[config.mk]
export PLATFORM = sky130hd
export DESIGN_NAME = dhkr_front
export DESIGN_NICKNAME = d
export VERILOG_FILES = /design/src/design/assert_macros.svh /design/src/design/dhkr_pkg.sv /design/src/design/dhkr_front.sv
export SDC_FILE = /design/constraint.sdc
export NUM_CORES = 2
export LEC_CHECK = 0
export BUFFER_PORTS_ARGS = -buffer_cell sky130_fd_sc_hd__buf_2
export CORE_UTILIZATION = 40
export DETAILED_ROUTE_END_ITERATION = 7
export GPL_TIMING_DRIVEN = 0
export PLACE_DENSITY = 0.62
export SYNTH_ARGS = -nofsm -noshare
export SYNTH_HDL_FRONTEND = slang
export SYNTH_SLANG_ARGS = --single-unit
[constraint.sdc]
create_clock -name clk -period 11.75 [get_ports clk]
set_input_delay 1.7625 -clock clk [delete_from_list [all_inputs] [get_ports clk]]
set_output_delay 1.7625 -clock clk [all_outputs]
set_load 0.1 [all_outputs]
[src/design/assert_macros.svh]
// Assertion helpers for the RTL files, included by dhkr_back.sv.
`ifndef ASSERT_MACROS_SVH
`define ASSERT_MACROS_SVH
`ifndef SYNTH
`define ASSERT_PROP(lbl, prop, msg) \
  lbl: assert property (@(posedge clk) disable iff (rst) (prop)) else $error(msg);
`define ASSERT_NEVER(lbl, cond, msg) \
  lbl: assert property (@(posedge clk) disable iff (rst) !(cond)) else $error(msg);
`else
`define ASSERT_PROP(lbl, prop, msg)
`define ASSERT_NEVER(lbl, cond, msg)
`endif
`endif

[src/design/dhkr_pkg.sv]
`timescale 1ns / 1ps
`default_nettype none
package dhkr_pkg;

  localparam int DEF_MAX_REGIONS = 4;
  localparam int DEF_QUEUE_DEPTH = 2;
  localparam int MAX_DIGITS      = 16;
  localparam int DIGIT_IDX_W     = 4;

  localparam logic [7:0]  DIGIT_BASE  = 8'd36;
  localparam logic [30:0] MIX_FACTOR  = 31'd1315423911;
  localparam logic [8:0]  CHAR_OFFSET = 9'd96;

  typedef enum logic [2:0] {
    REG_REGION_COUNT = 3'd0,
    REG_NODES0       = 3'd1,
    REG_NODES1       = 3'd2,
    REG_NODES2       = 3'd3,
    REG_NODES3       = 3'd4
  } reg_idx_t;

  typedef struct packed {
    logic [7:0] key_char;
    logic       last;
  } dhkr_in_t;

  typedef struct packed {
    logic [63:0] hash_key;
    logic [1:0]  region_index;
    logic [7:0]  node_index;
  } dhkr_out_t;

  typedef struct packed {
    logic        start;
    logic [63:0] dividend;
    logic [7:0]  divisor;
  } div_req_t;

  typedef struct packed {
    logic        busy;
    logic        done;
    logic [63:0] quotient;
    logic [7:0]  remainder;
  } div_rsp_t;

  typedef enum logic [3:0] {
    ST_IDLE,
    ST_DIGIT,
    ST_HASH,
    ST_MUL_LO,
    ST_MUL_HI,
    ST_KEY,
    ST_REGION,
    ST_NODE,
    ST_DONE
  } back_state_t;

  // Byte read as a signed char, minus 96.
  function automatic logic signed [8:0] char_weight(input logic [7:0] b);
    return $signed({b[7], b}) - $signed(CHAR_OFFSET);
  endfunction

  function automatic logic [7:0] digit_glyph(input logic [5:0] d);
    return (d < 6'd10) ? (8'd48 + {2'b00, d}) : (8'd55 + {2'b00, d});
  endfunction

  // One hash term: weight times power, modulo 2^64. The weight is small.
  function automatic logic [63:0] weight_term(input logic [63:0] p,
                                              input logic signed [8:0] w);
    logic [8:0]  mag;
    logic [63:0] prod;
    mag  = w[8] ? (~w + 9'd1) : w;
    prod = p * mag[7:0];
    return w[8] ? (~prod + 64'd1) : prod;
  endfunction

  function automatic logic [63:0] times31(input logic [63:0] p);
    return {p[58:0], 5'b0} - p;
  endfunction

endpackage
`default_nettype wire

[src/design/dhkr_front.sv]
`timescale 1ns / 1ps
`default_nettype none
module dhkr_front
  import dhkr_pkg::*;
(
  input  wire logic        clk,
  input  wire logic        rst,
  input  wire logic        accept,
  input  wire dhkr_in_t    item,
  output logic             push,
  output logic [63:0]      push_hash
);

  logic [63:0] running_hash, running_hash_next;
  logic [63:0] weight_power;

  assign running_hash_next = running_hash + weight_term(weight_power, char_weight(item.key_char));
  assign push      = accept && item.last;
  assign push_hash = running_hash_next;

  always_ff @(posedge clk) begin
    if (rst) begin
      running_hash <= 64'd0;
      weight_power <= 64'd1;
    end else if (accept) begin
      if (item.last) begin
        running_hash <= 64'd0;
        weight_power <= 64'd1;
      end else begin
        running_hash <= running_hash_next;
        weight_power <= times31(weight_power);
      end
    end
  end

endmodule
`default_nettype wire

==> flow_summary.ini <==
[outcome]
status = finished, violations left
violations = max-capacitance violations, max-slew violations, negative setup slack

[clocking]
cts-buffers-inserted = 17
cts_max_path_buffers = 2
numClockSinks = 128
clock_latency_ns = 0.54
root_buffer = clkbuf_16
clk_pin_slew_ns = 0.07
cts_tree = built
cts_hold_buffers = 0
htree_levels = 4

[logic_synthesis]
synth_ff_type = dfxtp_1
syn_nets = 3942
yosys.area.top_type = fa_1
synth.area.top_cells = fa_1 (26%), dfxtp_1 (9.6%), ha_1 (9.4%), nor2_1 (6.0%), inv_1 (5.8%)
synth_top_area_share_pct = 26.2
ys_warn_count = 0
mappedNetlistArea_um2 = 26700
syn_avg_cell_area_um2 = 7.89
async_reset_ff_share_pct = 0
synthCells = 3381
ys_ff_latch = 128
synth_cell_types = 92
synth_edf_count = 0
synth_seq_area_share_pct = 9.61

[final_layout]
nNetsFinal = 4259
areaGrowthSynthToFinish_pct = 31.5
fin_cells = 4575
utilization_pct = 53.3
drive_gt1_share_pct = 22.6
num_antenna_cells = 0

[grt]
gr-total-overflow = 0
grt_use_total_pct = 27.5
grt_first_pass_wirelength_um = 144000
grt_pass1_vias = 25800
antenna_found_initial = 3
grt_max_degree = 17

[sta]
finalHoldViolCount = 0
finClkSkew_ns = 0.0297
period_needed_ns = 12.76
postLayoutSetupSlackWorst_ns = -1.01
fin_crit_sh_pct = 109
worst_slew_pin_slew_ns = 1.50
setup_viol = 35
slew_viol_final = 1
grt_setup_unrepaired = true
fmax_mhz = 78.4
max_slew_margin_pct = -0.0486

[worst_setup_path]
cp-start-kind = input pin
crit_path_end_kind = primary output
crit_slowest_cell = fa_1
path_max_fanout = 6
cp.required_ns = 9.99
cp-startpoint = item[7]
crit_type = input pin to primary output
worst_ep_arrival_time_ns = 11.00
reg2reg_from = weight_power[3]
critPathMaxStageDelay_ns = 0.56
crit_top_cell = a21o_1

[floorplan]
start_util_pct = 40.5
die_y_um = 260
rows = 94
fp.dieW_um = 260
core-area_um2 = 65900
boundaryPins = 77
die-area_um2 = 67700

[hold_path]
hp-start = running_hash[62]
hp-class = register to register

[detailed_routing]
antenna_left = 0
drt_wl_total_um = 96500
wl_per_cell_um = 21.1
drt-initial-drc-count = 2244
drt_pre_antenna_iters = 7
num_vias = 26400
via_per_inst = 5.77
drc = 0

[placed_design]
gp_congestion = 0.927
dp_cells = 4319
dpl.hpwl_um = 70800
io_buffers = 74

[job]
drv_cap = 1
Yosys cell counts (all sizes together), types with 21 or more instances:
library cell and n:
nor3 74, clkbuf 132, nand4 29, a21o 117, nor2 424, inv 414, nand2b 31, o21bai 21
a22o 37, nand2 333, xor2 87, and2 73, xnor2 152, and3 22, o21ai 126, a31oi 35
a22oi 77, ha 200, a21oi 210, dfxtp 128, fa 349, nand3 40, o21a 25
stage by stage:
step / setup slack (ns) / TNS, ns / area (um2) / hold WS, ns
CTS: -0.682 / -11.21 / 33600 / 0.488
global route: -1.18 / -27.85 / 35100 / 0.511
global placement: -2.62 / -80.61 / 29100 / 0.464
floorplan: -0.427 / -2.74 / 27700 / 0.449
finish: -1.01 / -20.30 / 35100 / 0.494
detailed placement: -2.59 / -81.37 / 29100 / 0.467
final timing paths:
kind	to	slack [ns]	depth (start not counted)
setup / recovery	push_hash[60]	-1.01	44
hold / removal	running_hash[62]	0.49	1
setup reg to reg	running_hash[60]	2.63	38
hold reg to reg	running_hash[62]	0.49	1
layout by cell type (no fill, tap or decap), types with 31 or more instances in the layout:
cell type / n
inv_1: 405
xor2_1: 53
nand3_1: 31
a22o_1: 37
ha_1: 151
a21oi_2: 39
o21ai_0: 85
buf_4: 202
nand2_1: 314
clkbuf_1: 76
a21o_1: 117
dfxtp_1: 128
nor2_1: 400
xnor2_1: 91
and2_1: 64
xnor2_2: 31
nor3_1: 51
buf_12: 47
a22oi_1: 76
a21oi_1: 150
buf_6: 42
fa_1: 343
logic make-up after synthesis:
logic type | share of synthesized area [%]
AO/OA/AOI/OAI | 20.1
XOR/XNOR | 7.85
adder cells (fa/ha/maj) | 35.6
buffers and inverters | 7.88
flip-flops | 9.61
multiplexers | 0.155
AND/OR/NAND/NOR | 18.8
routing by layer:
| metal | track usage (%) | part of all wire (%) | vias to the layer above | wire length [um] |
|---|---|---|---|---|
| met5 | 0 | 0.015 | - | 14 |
| met4 | 12.4 | 5.3 | 2 | 5110 |
| met3 | 5.26 | 7.6 | 286 | 7300 |
| met2 | 45.5 | 47 | 1063 | 44900 |
| met1 | 34.7 | 41 | 13100 | 39100 |
| li1 | - | - | 12000 | - |
final cells by class:
type	instances	area (um2)
tap	864	1080
sequential	128	2560
clock buffer	17	425
timing repair buffer	319	3120
multi-input combinational	2696	25400
clock inverter	15	140
buffer	121	772
fill	5883	30800
inverter	415	1580
critical path, delay by kind of cell:
kind                       cells  cell delay, ns
adders and majority gates      6            2.65
xor gates and xnor gates       4            0.78
and+or+nand+nor                7            1.27
AOI/OAI and AO/OA             17            3.21
buffers and inverters         10            1.28
registers in the layout (all words and copies together), names as in the netlist:
signal	flops
running_hash	64
weight_power	64
what timing repair did:
action                     in CTS  in global routing
pin swaps                     203                143
gates resized for setup       555                206
setup buffers                 168                 84
cloned                          1                  0
setup endpoints to repair      50                 44
Power is not shown: default switching activity piles up to over one toggle a cycle in this logic, so the estimate is an artifact.
