$ cat config.mk
export PLATFORM = sky130hd
export DESIGN_NAME = dhkr_queue
export DESIGN_NICKNAME = d
export VERILOG_FILES = /design/src/design/assert_macros.svh /design/src/design/dhkr_pkg.sv /design/src/design/dhkr_queue.sv
export SDC_FILE = /design/constraint.sdc
export NUM_CORES = 1
export LEC_CHECK = 0
export BUFFER_PORTS_ARGS = -buffer_cell sky130_fd_sc_hd__clkbuf_2
export CAP_MARGIN = 10
export CORE_UTILIZATION = 50
export CTS_CLUSTER_DIAMETER = 30
export DETAILED_ROUTE_END_ITERATION = 8
export PLACE_DENSITY_LB_ADDON = 0.12
export SYNTH_ARGS = -nofsm -noshare
export SYNTH_HDL_FRONTEND = slang
export SYNTH_SLANG_ARGS = --single-unit
$ cat constraint.sdc
create_clock -name clk -period 7.3 [get_ports clk]
set_input_delay 0.73 -clock clk [delete_from_list [all_inputs] [get_ports clk]]
set_output_delay 0.73 -clock clk [all_outputs]
set_load 0.01 [all_outputs]
$ cat src/design/assert_macros.svh
// Assertion helpers for the RTL files, included by dhkr_back.sv.
`ifndef ASSERT_MACROS_SVH
`define ASSERT_MACROS_SVH
`ifndef SYNTH
`define ASSERT_PROP(lbl, prop, msg) \
  lbl: assert property (@(posedge clk) disable iff (rst) (prop)) else $error(msg);
`define ASSERT_NEVER(lbl, cond, msg) \
  lbl: assert property (@(posedge clk) disable iff (rst) !(cond)) else $error(msg);
`else
`define ASSERT_PROP(lbl, prop, msg)
`define ASSERT_NEVER(lbl, cond, msg)
`endif
`endif

$ cat src/design/dhkr_pkg.sv
`timescale 1ns / 1ps
`default_nettype none
package dhkr_pkg;

  localparam int DEF_MAX_REGIONS = 4;
  localparam int DEF_QUEUE_DEPTH = 2;
  localparam int MAX_DIGITS      = 16;
  localparam int DIGIT_IDX_W     = 4;

  localparam logic [7:0]  DIGIT_BASE  = 8'd36;
  localparam logic [30:0] MIX_FACTOR  = 31'd1315423911;
  localparam logic [8:0]  CHAR_OFFSET = 9'd96;

  typedef enum logic [2:0] {
    REG_REGION_COUNT = 3'd0,
    REG_NODES0       = 3'd1,
    REG_NODES1       = 3'd2,
    REG_NODES2       = 3'd3,
    REG_NODES3       = 3'd4
  } reg_idx_t;

  typedef struct packed {
    logic [7:0] key_char;
    logic       last;
  } dhkr_in_t;

  typedef struct packed {
    logic [63:0] hash_key;
    logic [1:0]  region_index;
    logic [7:0]  node_index;
  } dhkr_out_t;

  typedef struct packed {
    logic        start;
    logic [63:0] dividend;
    logic [7:0]  divisor;
  } div_req_t;

  typedef struct packed {
    logic        busy;
    logic        done;
    logic [63:0] quotient;
    logic [7:0]  remainder;
  } div_rsp_t;

  typedef enum logic [3:0] {
    ST_IDLE,
    ST_DIGIT,
    ST_HASH,
    ST_MUL_LO,
    ST_MUL_HI,
    ST_KEY,
    ST_REGION,
    ST_NODE,
    ST_DONE
  } back_state_t;

  // Byte read as a signed char, minus 96.
  function automatic logic signed [8:0] char_weight(input logic [7:0] b);
    return $signed({b[7], b}) - $signed(CHAR_OFFSET);
  endfunction

  function automatic logic [7:0] digit_glyph(input logic [5:0] d);
    return (d < 6'd10) ? (8'd48 + {2'b00, d}) : (8'd55 + {2'b00, d});
  endfunction

  // One hash term: weight times power, modulo 2^64. The weight is small.
  function automatic logic [63:0] weight_term(input logic [63:0] p,
                                              input logic signed [8:0] w);
    logic [8:0]  mag;
    logic [63:0] prod;
    mag  = w[8] ? (~w + 9'd1) : w;
    prod = p * mag[7:0];
    return w[8] ? (~prod + 64'd1) : prod;
  endfunction

  function automatic logic [63:0] times31(input logic [63:0] p);
    return {p[58:0], 5'b0} - p;
  endfunction

endpackage
`default_nettype wire

$ cat src/design/dhkr_queue.sv
`timescale 1ns / 1ps
`default_nettype none
module dhkr_queue
  import dhkr_pkg::*;
#(
  parameter int DEPTH = DEF_QUEUE_DEPTH
) (
  input  wire logic        clk,
  input  wire logic        rst,
  input  wire logic        push,
  input  wire logic [63:0] wdata,
  input  wire logic        pop,
  output logic [63:0]      rdata,
  output logic             full,
  output logic             empty
);

  localparam int PW = (DEPTH > 1) ? $clog2(DEPTH) : 1;
  localparam int CW = $clog2(DEPTH + 1);

  logic [63:0]   slots [DEPTH];
  logic [PW-1:0] wr_ptr, rd_ptr;
  logic [CW-1:0] count;
  logic          do_push, do_pop;

  assign full    = (count == CW'(DEPTH));
  assign empty   = (count == '0);
  assign do_push = push && !full;
  assign do_pop  = pop && !empty;
  assign rdata   = slots[rd_ptr];

  always_ff @(posedge clk) begin
    if (do_push) begin
      slots[wr_ptr] <= wdata;
    end
  end

  always_ff @(posedge clk) begin
    if (rst) begin
      wr_ptr <= '0;
      rd_ptr <= '0;
      count  <= '0;
    end else begin
      if (do_push) begin
        wr_ptr <= (wr_ptr == PW'(DEPTH - 1)) ? '0 : wr_ptr + PW'(1);
      end
      if (do_pop) begin
        rd_ptr <= (rd_ptr == PW'(DEPTH - 1)) ? '0 : rd_ptr + PW'(1);
      end
      if (do_push && !do_pop) begin
        count <= count + CW'(1);
      end else if (do_pop && !do_push) begin
        count <= count - CW'(1);
      end
    end
  end

endmodule
`default_nettype wire

==> summary.md <==
| Metric | Value |
|---|---|
| P&R area growth vs syn | 29.0% |
| Setup WS pre-CTS | ~4.6 ns |
| # H-tree levels | 4 |
| Switching Power | ~600 uW |
| Crit-path max FO | 38 |
| Number of global-route vias before repair | 2455 |
| CTS Root Cell | clkbuf_8 |
| Post-route ant nets | 0 |
| Slew HR | 0.542 |
| GR Util All Layers | 0.168 |
| Compound-Gate Fraction of Synth Area | 0.00518 |
| Post-synth top area share | 0.795 |
| Post-synthesis adder-cell area fraction | 0.00259 |
| 1st-iter DRT viols | 89 |
| Die width | 100 um |
| Hold endpoint | slots[1][0] |
| Switch share | 0.256 |
| Initial antenna violation count | 0 |
| P per Cell Area | ~380 mW/mm2 |
| Top Ports | around 130 |
| Layout cells sized above 1 | 0.610 |
| Routability Congestion | 0.682 |
| Synth Area in Simple Gates | 0.00958 |
| Final nets | approximately 440 |
| CP max stage delay | 0.74 ns |
| YS warnings | 0 |
| Count of state elements after synthesis | about 130 |
| Core ar. | 0.00928 mm2 |
| First drt pass iteration count | 4 |
| Kind of critical path | reg -> out |
| Fmax | 324 MHz |
| Remaining global-route overflow | 0 |
| Port bufs | approximately 130 |
| Multiplexer share of the synthesized area | 0.149 |
| Fin. Hold Viols | 0 |
| Num CTS Buffers | 17 |
| LEAKAGE | 0.00238 uW |
| Fin Clk Skew | between 0.009 and 0.01 ns |
| PnR worst setup slack | about 4.2 ns |
| Design Area, Final | 0.00623 mm2 |
| Mapped Area | 0.00483 mm2 |
| Slowest cell on crit path | dfxtp_2 |
| Die area | 0.0101 mm2 |
| Placed inst area | 0.00563 mm2 |
| Hold Startpoint | wdata[0] |
| TNS Setup | 0 ns |
| Synth Area in XOR/XNOR | 0.00544 |
| Worst r2r path cells | 4 |
| Yosys top cell by area | edfxtp_1 |
| Setup Fix Bufs, Post-CTS | 0 |
| Yosys cell types | 14 |
| RSZ-0062 raised after global routing | false |
| Pin count of the biggest net entering global routing | 39 |
| Die height | about 100 um |
| RR Startpoint | count[0] |
| Cells after Synth | 224 |
| Final Cycle Share | 0.423 |
| Setup violators final | 0 |
| Post-DP HPWL | roughly 5000 um |
| Post-CTS sizing | 0 |
| Flop pwr share | 0.431 |
| Clock power frac | 0.363 |
| Worst-skew pair later-pin latency | roughly 0.5 ns |
| First-pass GRT wire length | 12100 um |
| Hold buffer count at cts | 0 |
| Hold Path Class | in -> reg |
| Mean Syn Cell Area | 21.6 um2 |
| CTS clock-pin slew for the worst setup and hold paths | around 0.06 ns |
| WL/cell | 15.7 um |
| CTS sink count | 133 |
| Clock Tree Buf Depth | 2 |
| Peak supply drop | roughly 0.25 mV |
| Status | complete, no violations |
| Clock tree from TritonCTS | built |
| CP required | 6.57 ns |
| Finished Core Util | 0.671 |
| Logic pwr share | 0.206 |
| Top cells by area, synth | edfxtp_1 (80%), mux2_2 (15%), dfxtp_1 (2.1%) |
| Int Power | ~1700 uW |
| Vias per cell | a little under 5 |
| Largest family of logic cells by synthesized area | multiplexers |
| # diodes | 0 |
| Critical Path Source Type | flip-flop |
| Syn Nets | about 290 |
| Reg2Reg Setup Slack | 5.00 ns |
| Final Max Slew Viols | 0 |
| Cell breakdown of the critical path | buf_4 > mux2_2 > clkbuf_2 |
| Crit Reg-Reg Endpoint | slots[0][33] |
| Sequential area share after synthesis | 0.816 |
| Final WL | between 8000 and 9000 um |
| Max cap viols | 0 |
| Hold path depth | 1 |
| Arr. time, crit path | approximately 2.4 ns |
| Fillers | 672 |
| DRC violations left | 0 |
| Crit path time final | 3.09 ns |
| Initial Utilization | 0.520 |
| Total chip power | roughly 2300 uW |
| Std-Cell Rows | 35 |
| Worst slew pin tran | 0.687 ns |
| Vias | ~2.5k |
| Critical Path End Type | primary output |
==> cell usage in the layout (no fill, tap or decap), drive strengths merged <==
| master | instances |
|---|---|
| a21oi | 2 |
| clkinvlp | 2 |
| nor2b | 1 |
| edfxtp | 128 |
| inv | 2 |
| xor2 | 3 |
| ha | 1 |
| mux2 | 64 |
| nor2 | 5 |
| and2 | 1 |
| clkinv | 6 |
| clkbuf | 150 |
| bufinv | 4 |
| o21ai | 3 |
| dfxtp | 5 |
| buf | 3 |
| or3 | 2 |
==> critical path, delay by kind of cell (launching register included) <==
kind                   cells  cell delay, ns
flip-flops                 1            0.74
multiplexers               1            0.40
buffers and inverters      2            0.72
==> power by group through the flow <==
stage | clock [uW] | sequential, uW | combinational [uW]
after floorplan | 0 | 998 | 334
after detailed placement | 0 | 1020 | 489
after CTS | 864 | 1010 | 491
final | 849 | 1010 | 482
after global routing | 903 | 1020 | 522
after global placement | 0 | 1020 | 485
==> area by class of cell <==
cell class	count	area, um2	share of cell area
clock buffers	17	414	0.0665
flip-flops and latches	133	3950	0.633
multi-input cells	82	832	0.134
clock inverters	12	184	0.0295
repair buffers	136	688	0.110
inverters	2	7.51	0.00120
well taps	129	161	0.0259
==> registers in the layout (all words and copies together), names as in the netlist, named ones only <==
register / count
rd_ptr: 1
count: 2
slots: 128
wr_ptr: 1
==> per-stage QoR <==
stage | cells | hold slack [ns]
final | 511 | 0.411
after global routing | 511 | 0.381
after CTS | 511 | 0.387
after detailed placement | 482 | 0.483
after global placement | 482 | 0.471
after floorplan | 224 | 0.452
==> how the worst max path moves through the flow <==
stage          slack [ns]  startpoint  cells past startpoint           to
2_1_floorplan        4.45        push                      3  slots[1][0]
3_3_place_gp         4.61        push                      5  slots[0][0]
3_5_place_dp         4.58        push                      5  slots[0][0]
4_1_cts              4.15   flip-flop                      3    rdata[32]
5_1_grt              4.05   flip-flop                      3    rdata[47]
6_report             4.21   flip-flop                      3    rdata[40]
==> cells by family after synthesis <==
| family | count (synthesis) |
|---|---|
| AOI/OAI and AO/OA | 5 |
| xor gates and xnor gates | 3 |
| adders and majority gates | 1 |
| buffers and inverters | 9 |
| DFF | 133 |
| muxes | 64 |
| and+or+nand+nor | 9 |
==> layer usage <==
| layer | global-route usage | vias to the layer above | share of wire |
|---|---|---|---|
| met1 | 0.210 | 1209 | 0.43 |
| met5 | 0 | - | 0 |
| met3 | 0.0543 | 16 | 0.056 |
| met4 | 0.0936 | 0 | 0.024 |
| met2 | 0.259 | 91 | 0.49 |
| li1 | - | 1176 | - |
==> synth_stat cells (all sizes together) <==
cell type / instances
ha: 1
a21oi: 2
nor2b: 1
edfxtp: 128
xor2: 3
buf: 7
dfxtp: 5
inv: 2
nor2: 5
o21ai: 3
mux2: 64
and2: 1
or3: 2
Power figures use the tool's default switching activity.
