===== src/design/assert_macros.svh =====
// Assertion helpers for the RTL files, included by dhkr_back.sv.
`ifndef ASSERT_MACROS_SVH
`define ASSERT_MACROS_SVH
`ifndef SYNTH
`define ASSERT_PROP(lbl, prop, msg) \
  lbl: assert property (@(posedge clk) disable iff (rst) (prop)) else $error(msg);
`define ASSERT_NEVER(lbl, cond, msg) \
  lbl: assert property (@(posedge clk) disable iff (rst) !(cond)) else $error(msg);
`else
`define ASSERT_PROP(lbl, prop, msg)
`define ASSERT_NEVER(lbl, cond, msg)
`endif
`endif


===== src/design/dhkr_pkg.sv =====
`timescale 1ns / 1ps
`default_nettype none
package dhkr_pkg;

  localparam int DEF_MAX_REGIONS = 4;
  localparam int DEF_QUEUE_DEPTH = 2;
  localparam int MAX_DIGITS      = 16;
  localparam int DIGIT_IDX_W     = 4;

  localparam logic [7:0]  DIGIT_BASE  = 8'd36;
  localparam logic [30:0] MIX_FACTOR  = 31'd1315423911;
  localparam logic [8:0]  CHAR_OFFSET = 9'd96;

  typedef enum logic [2:0] {
    REG_REGION_COUNT = 3'd0,
    REG_NODES0       = 3'd1,
    REG_NODES1       = 3'd2,
    REG_NODES2       = 3'd3,
    REG_NODES3       = 3'd4
  } reg_idx_t;

  typedef struct packed {
    logic [7:0] key_char;
    logic       last;
  } dhkr_in_t;

  typedef struct packed {
    logic [63:0] hash_key;
    logic [1:0]  region_index;
    logic [7:0]  node_index;
  } dhkr_out_t;

  typedef struct packed {
    logic        start;
    logic [63:0] dividend;
    logic [7:0]  divisor;
  } div_req_t;

  typedef struct packed {
    logic        busy;
    logic        done;
    logic [63:0] quotient;
    logic [7:0]  remainder;
  } div_rsp_t;

  typedef enum logic [3:0] {
    ST_IDLE,
    ST_DIGIT,
    ST_HASH,
    ST_MUL_LO,
    ST_MUL_HI,
    ST_KEY,
    ST_REGION,
    ST_NODE,
    ST_DONE
  } back_state_t;

  // Byte read as a signed char, minus 96.
  function automatic logic signed [8:0] char_weight(input logic [7:0] b);
    return $signed({b[7], b}) - $signed(CHAR_OFFSET);
  endfunction

  function automatic logic [7:0] digit_glyph(input logic [5:0] d);
    return (d < 6'd10) ? (8'd48 + {2'b00, d}) : (8'd55 + {2'b00, d});
  endfunction

  // One hash term: weight times power, modulo 2^64. The weight is small.
  function automatic logic [63:0] weight_term(input logic [63:0] p,
                                              input logic signed [8:0] w);
    logic [8:0]  mag;
    logic [63:0] prod;
    mag  = w[8] ? (~w + 9'd1) : w;
    prod = p * mag[7:0];
    return w[8] ? (~prod + 64'd1) : prod;
  endfunction

  function automatic logic [63:0] times31(input logic [63:0] p);
    return {p[58:0], 5'b0} - p;
  endfunction

endpackage
`default_nettype wire


===== src/design/dhkr_div.sv =====
`timescale 1ns / 1ps
`default_nettype none
module dhkr_div
  import dhkr_pkg::*;
(
  input  wire logic     clk,
  input  wire logic     rst,
  input  wire div_req_t req,
  output div_rsp_t      rsp
);

  logic [63:0] work;
  logic [7:0]  rem;
  logic [7:0]  divisor;
  logic [2:0]  cnt;
  logic        busy;
  logic        done;
  logic [15:0] step;

  // Eight restoring steps: one dividend byte per cycle while busy, returns {quotient, remainder}.
  function automatic logic [15:0] byte_step(input logic [7:0] r, input logic [7:0] b,
                                            input logic [7:0] d);
    logic [8:0] t;
    logic [7:0] q;
    logic [7:0] rr;
    rr = r;
    q  = 8'd0;
    for (int i = 7; i >= 0; i--) begin
      t = {rr, b[i]};
      if (t >= {1'b0, d}) begin
        t    = t - {1'b0, d};
        q[i] = 1'b1;
      end
      rr = t[7:0];
    end
    return {q, rr};
  endfunction

  assign step = byte_step(rem, work[63:56], divisor);

  assign rsp.busy      = busy;
  assign rsp.done      = done;
  assign rsp.quotient  = work;
  assign rsp.remainder = rem;

  always_ff @(posedge clk) begin
    if (req.start) begin
      work    <= req.dividend;
      rem     <= 8'd0;
      divisor <= req.divisor;
    end else if (busy) begin
      work <= {work[55:0], step[15:8]};
      rem  <= step[7:0];
    end
  end

  always_ff @(posedge clk) begin
    if (rst) begin
      busy <= 1'b0;
      done <= 1'b0;
      cnt  <= 3'd0;
    end else begin
      done <= 1'b0;
      if (req.start) begin
        busy <= 1'b1;
        cnt  <= 3'd0;
      end else if (busy) begin
        cnt <= cnt + 3'd1;
        if (cnt == 3'd7) begin
          busy <= 1'b0;
          done <= 1'b1;
        end
      end
    end
  end

endmodule
`default_nettype wire


===== src/design/dhkr_back.sv =====
`timescale 1ns / 1ps
`default_nettype none
`include "assert_macros.svh"
module dhkr_back
  import dhkr_pkg::*;
#(
  parameter int MAX_REGIONS = DEF_MAX_REGIONS
) (
  input  wire logic        clk,
  input  wire logic        rst,
  input  wire logic        q_empty,
  input  wire logic [63:0] q_data,
  output logic             q_pop,
  input  wire logic [2:0]  region_count,
  input  wire logic [7:0]  node_counts [4],
  output logic             out_valid,
  input  wire logic        out_stall,
  output dhkr_out_t        out_data
);

  back_state_t state, state_next;
  div_req_t    div_req;
  div_rsp_t    div_rsp;

  logic [63:0] h1, h2, pw, val, key;
  logic [62:0] prod_lo;
  logic [31:0] prod_hi;
  logic [5:0]  digits [MAX_DIGITS];
  logic [DIGIT_IDX_W-1:0] dcount, hidx;
  logic [1:0]  region;
  logic        div_run;
  logic        res_load;
  logic [2:0]  regions_eff;
  logic [7:0]  nodes_sel, nodes_eff;

  dhkr_div u_div (
    .clk (clk),
    .rst (rst),
    .req (div_req),
    .rsp (div_rsp)
  );

  always_comb begin
    if (region_count == 3'd0) begin
      regions_eff = 3'd1;
    end else if (region_count > 3'(MAX_REGIONS)) begin
      regions_eff = 3'(MAX_REGIONS);
    end else begin
      regions_eff = region_count;
    end
  end

  assign nodes_sel = node_counts[region];
  assign nodes_eff = (nodes_sel == 8'd0) ? 8'd1 : nodes_sel;

  always_comb begin
    state_next = state;
    case (state)
      ST_IDLE:   if (!q_empty) state_next = ST_DIGIT;
      ST_DIGIT:  if (div_rsp.done && div_rsp.quotient == 64'd0) state_next = ST_HASH;
      ST_HASH:   if (hidx == '0) state_next = ST_MUL_LO;
      ST_MUL_LO: state_next = ST_MUL_HI;
      ST_MUL_HI: state_next = ST_KEY;
      ST_KEY:    state_next = ST_REGION;
      ST_REGION: if (div_rsp.done) state_next = ST_NODE;
      ST_NODE:   if (div_rsp.done) state_next = ST_DONE;
      ST_DONE:   if (!out_valid || !out_stall) state_next = ST_IDLE;
      default:   state_next = ST_IDLE;
    endcase
  end

  always_comb begin
    q_pop            = 1'b0;
    res_load         = 1'b0;
    div_req.start    = 1'b0;
    div_req.dividend = val;
    div_req.divisor  = DIGIT_BASE;
    case (state)
      ST_IDLE:   q_pop = !q_empty;
      ST_DIGIT:  div_req.start = !div_run;
      ST_REGION: begin
        div_req.start    = !div_run;
        div_req.dividend = key;
        div_req.divisor  = {5'd0, regions_eff};
      end
      ST_NODE: begin
        div_req.start    = !div_run;
        div_req.dividend = key;
        div_req.divisor  = nodes_eff;
      end
      ST_DONE:   res_load = !out_valid || !out_stall;
      default:   ;
    endcase
  end

  always_ff @(posedge clk) begin
    if (rst) begin
      state <= ST_IDLE;
    end else begin
      state <= state_next;
    end
  end

  always_ff @(posedge clk) begin
    if (rst) begin
      div_run <= 1'b0;
    end else if (div_req.start) begin
      div_run <= 1'b1;
    end else if (div_rsp.done) begin
      div_run <= 1'b0;
    end
  end

  always_ff @(posedge clk) begin
    case (state)
      ST_IDLE: begin
        h1     <= q_data;
        val    <= q_data;
        h2     <= 64'd0;
        pw     <= 64'd1;
        dcount <= '0;
      end
      ST_DIGIT: begin
        if (div_rsp.done) begin
          digits[dcount] <= div_rsp.remainder[5:0];
          dcount         <= dcount + DIGIT_IDX_W'(1);
          hidx           <= dcount;
          val            <= div_rsp.quotient;
        end
      end
      ST_HASH: begin
        // The most significant digit was found last, so it is weighted first.
        h2   <= h2 + weight_term(pw, char_weight(digit_glyph(digits[hidx])));
        pw   <= times31(pw);
        hidx <= hidx - DIGIT_IDX_W'(1);
      end
      ST_MUL_LO: prod_lo <= h2[31:0] * MIX_FACTOR;
      ST_MUL_HI: prod_hi <= 32'(h2[63:32] * MIX_FACTOR);
      ST_KEY:    key <= h1 + {1'b0, prod_lo} + {prod_hi, 32'd0};
      ST_REGION: if (div_rsp.done) region <= div_rsp.remainder[1:0];
      default:   ;
    endcase
  end

  always_ff @(posedge clk) begin
    if (rst) begin
      out_valid <= 1'b0;
    end else if (res_load) begin
      out_valid <= 1'b1;
    end else if (!out_stall) begin
      out_valid <= 1'b0;
    end
  end

  always_ff @(posedge clk) begin
    if (res_load) begin
      out_data.hash_key     <= key;
      out_data.region_index <= region;
      out_data.node_index   <= div_rsp.remainder;
    end
  end

  `ASSERT_NEVER(a_div_start_busy, div_req.start && div_rsp.busy, "divider restarted while busy")
  `ASSERT_PROP(a_pop_idle, q_pop |-> (state == ST_IDLE && !q_empty), "pop outside idle")
  `ASSERT_PROP(a_done_hold, (state == ST_DONE && !res_load) |=> state == ST_DONE, "result lost")
  `ASSERT_NEVER(a_digit_bound, dcount > DIGIT_IDX_W'(13), "too many base-36 digits")

endmodule
`default_nettype wire


===== config.mk =====
export PLATFORM = sky130hd
export DESIGN_NAME = dhkr_back
export DESIGN_NICKNAME = d
export VERILOG_FILES = /design/src/design/dhkr_pkg.sv /design/src/design/dhkr_div.sv /design/src/design/dhkr_back.sv
export VERILOG_INCLUDE_DIRS = /design/src /design/src/design
export SDC_FILE = /design/constraint.sdc
export NUM_CORES = 2
export LEC_CHECK = 0
export ABC_AREA = 1
export BUFFER_PORTS_ARGS = -buffer_cell sky130_fd_sc_hd__buf_2
export CAP_MARGIN = 20
export CORE_ASPECT_RATIO = 1.75
export CORE_MARGIN = 4
export CORE_UTILIZATION = 65
export DETAILED_ROUTE_END_ITERATION = 12
export PLACE_DENSITY = 0.93
export SETUP_SLACK_MARGIN = 0.5
export SYNTH_ARGS = -nofsm -noshare
export SYNTH_HDL_FRONTEND = slang
export SYNTH_SLANG_ARGS = --single-unit

===== constraint.sdc =====
create_clock -name clk -period 23.9 [get_ports clk]
set_input_delay 1.195 -clock clk [delete_from_list [all_inputs] [get_ports clk]]
set_output_delay 1.195 -clock clk [all_outputs]
set_load 0.01 [all_outputs]

==> impl_metrics.ini <==
[worst_setup_path]
start_kind = register
timing.critical_path.mode_cell = nand2_1
required_ns = 24.49
r2r_end = u_div.rem[3]
path_class = register to register
worstPathMaxFanout = 17
worstSetupEndpointType = register
cpPeakStageDelay_ns = 0.74
ff2ff_setup_slack_ns = 6.53
worst_r2r_startpoint = u_div.divisor[1]
reg2reg_depth = 105
critPathArrivalTime_ns = 17.96
worst_path_max_delay_cell = edfxtp_1

[cts]
clk_pin_slew_ns = 0.08
holdBufCountCts = 0
clock-root-buffer = clkbuf_16
clock_sinks = 689
clock_path_buffers = 3
htree_num_levels = 3
post_cts_resized = 0
insertion_delay_ns = 0.74
post_cts_buffers = 0
numCtsBuffers = 68
cts_tree = done

[routing]
drc_errors = 0
antenna_left = 0
wl_met1_um = 78800
drt_iter0_drc = 5957
wl_met2_um = 133000
avgRoutedWirePerCell_um = 22.9
vias_per_cell = 6.10
drt_pass1_iterations = 12
wl_um = 264000
num_vias = 70200
highest_layer = met5
wl_met3_um = 20800

[logic_synthesis]
synth.mux.area_fraction_pct = 0
syn_inst = 9614
async_flop_share_pct = 0
synth_xor_area_share_pct = 3.59
synth.avg_cell_area_um2 = 8.80
synth_flop_cell = edfxtp_1
synth_nets = 11700
ys_warn_count = 0
synth_top_family_by_area = adder cells
synth_seq_cells = 689
synth_compound_area_share_pct = 9.72
synth_fa_ha_area_share_pct = 38.4
ys_seq_area_share_pct = 24.2
syn-cell-area_mm2 = 0.0846
synth_cell_types = 70
synthSimpleGateAreaFrac_pct = 13.7
synth_enable_flop_cells = 666

[sta]
final_max_slew_viol_count = 0
rsz0062_at_grt = no
worstMarginPinSlew_ns = 1.20
finalCriticalPeriod_ns = 17.37
post-route-period-util_pct = 72.7
skew_ns = 0.0524
fin_tns_setup_ns = 0
setup_violations = 0
hold_violations = 0
fmax_mhz = 57.6
slew_headroom_pct = 20.2

[die]
placementRows = 174
die_x_um = 281
die_area_mm2 = 0.136
boundaryPins = 179
core_mm2 = 0.129
initial_utilization_pct = 65.6
chipHeight_um = 485

[run_status]
outcome = finished, final reports clean

[placement]
hpwlAfterDp_um = 211000
numPortBuffers = 178
place_congestion = 1.02

[global_route]
grtUsageTotal_pct = 38.9
grt_pass1_vias = 76000
grt_pass1_wl_um = 405000
grt_overflow = 0
grt_max_degree = 91
antenna_found_initial = 6

[cells_and_area]
drive_gt1_share_pct = 4.65
fillers = 9327
nets = 11900
final_common_cell = inv_1
area_delta_synth_final_pct = 6.19
final_cell_mix = 2,131 x inv_1, 1,559 x nand2_1, 1,022 x fa_1

[min_path]
hold_end = out_data[18]
worst_hold_path_type = register to register
hold_depth = 0
hp-start = key[8]

[flow_run]
max_cap_viol_count = 0
synthesized netlist by cell type (6+ instances only):
cell type     n  area, um^2
nand4_1      57         357
or2_2         8        50.1
nand2_1    1565        5870
a32o_1        8        80.1
a31oi_1     186        1160
nand3_2       7        70.1
a21oi_2       8        70.1
buf_6         6        67.6
o221ai_1     13         114
a21oi_1     614        3070
nand3_4       7         123
dfxtp_1      23         460
a21o_1       26         195
ha_1        962       12000
o21ai_1      45         225
buf_4         9        67.6
inv_2        17        63.8
o21a_1       52         390
buf_1        19        71.3
o21bai_1     27         203
a21boi_1      7        52.6
edfxtp_1    666       20000
nand2_4       6        67.6
nor3_1       51         255
nor4_1       34         213
buf_2         6        30.0
xnor2_1     139        1220
o21ai_0     358        1790
a211oi_1     17         128
o211ai_1     24         180
xor2_1      208        1820
fa_1       1022       20500
nand3_1     202        1010
o31ai_1      12        90.1
nor2_1      861        3230
nand2_2      15        93.8
clkbuf_1    104         390
inv_1      2136        8020
a21boi_0     16         120
flip-flops by register name (all words and copies together), names as in the netlist, named ones only:
name,count
div_run,1
out_data,74
out_valid,1
u_div.rem,8
key,64
h2,64
u_div.busy,1
digits,96
u_div.cnt,3
dcount,4
region,2
hidx,4
prod_hi,32
u_div.divisor,8
h1,64
u_div.done,1
state,4
val,64
u_div.work,64
pw,63
prod_lo,63
per-stage QoR:
step,cells,hold slack (ns),util (%),setup WS (ns),instance area (um^2)
finish,11500,0.456,69.7,6.53,89800
global route,11500,0.463,69.7,4.36,89800
floorplan,9614,0.424,-,9.54,84600
CTS,11500,0.446,69.6,6.29,89700
global placement,11400,0.436,67.8,6.27,87400
detailed placement,11400,0.436,67.8,6.31,87400
layout make-up:
cell class                 instances  area [um^2]  area share, %
antenna                            4         10.0         0.0111
clock buffer                      77         1760           1.95
clock inverter                    47          607          0.676
inverter                        2157         8100           9.03
multi-input combinational       6624        55500           61.8
sequential                       689        20500           22.8
tap                             1672         2090           2.33
timing repair buffer             230         1290           1.44
worst max path at each step:
stage                startpoint            end  slack (ns)
5_1_grt        u_div.divisor[1]   u_div.rem[4]        4.36
3_5_place_dp   u_div.divisor[1]   u_div.rem[3]        6.31
2_1_floorplan  u_div.divisor[1]  u_div.work[0]        9.54
6_report       u_div.divisor[1]   u_div.rem[3]        6.53
4_1_cts        u_div.divisor[1]   u_div.rem[2]        6.29
3_3_place_gp   u_div.divisor[1]   u_div.rem[3]        6.27
per-layer routing:
metal | up-vias | GRT usage [%]
li1 | 31000 | -
met4 | 2 | 35.9
met5 | - | 0
met2 | 4152 | 69.3
met3 | 1692 | 8.05
met1 | 33300 | 36.7
cell families after synthesis:
logic type / count (synthesis)
simple gates: 2844
buf+inv: 2301
fa+ha+maj: 1984
compound gates: 1449
flops: 689
xor+xnor: 347
worst max-delay path, delay by kind of cell (launching register included):
family | cells | cell delay, ns
compound gates | 33 | 6.37
simple gates | 48 | 5.54
fa+ha+maj | 8 | 2.85
buf+inv | 16 | 1.72
flops | 1 | 0.74
Power is left out: the tool's default activity adds up to more than one toggle a clock period on the data nets, which glitch-free logic cannot reach.
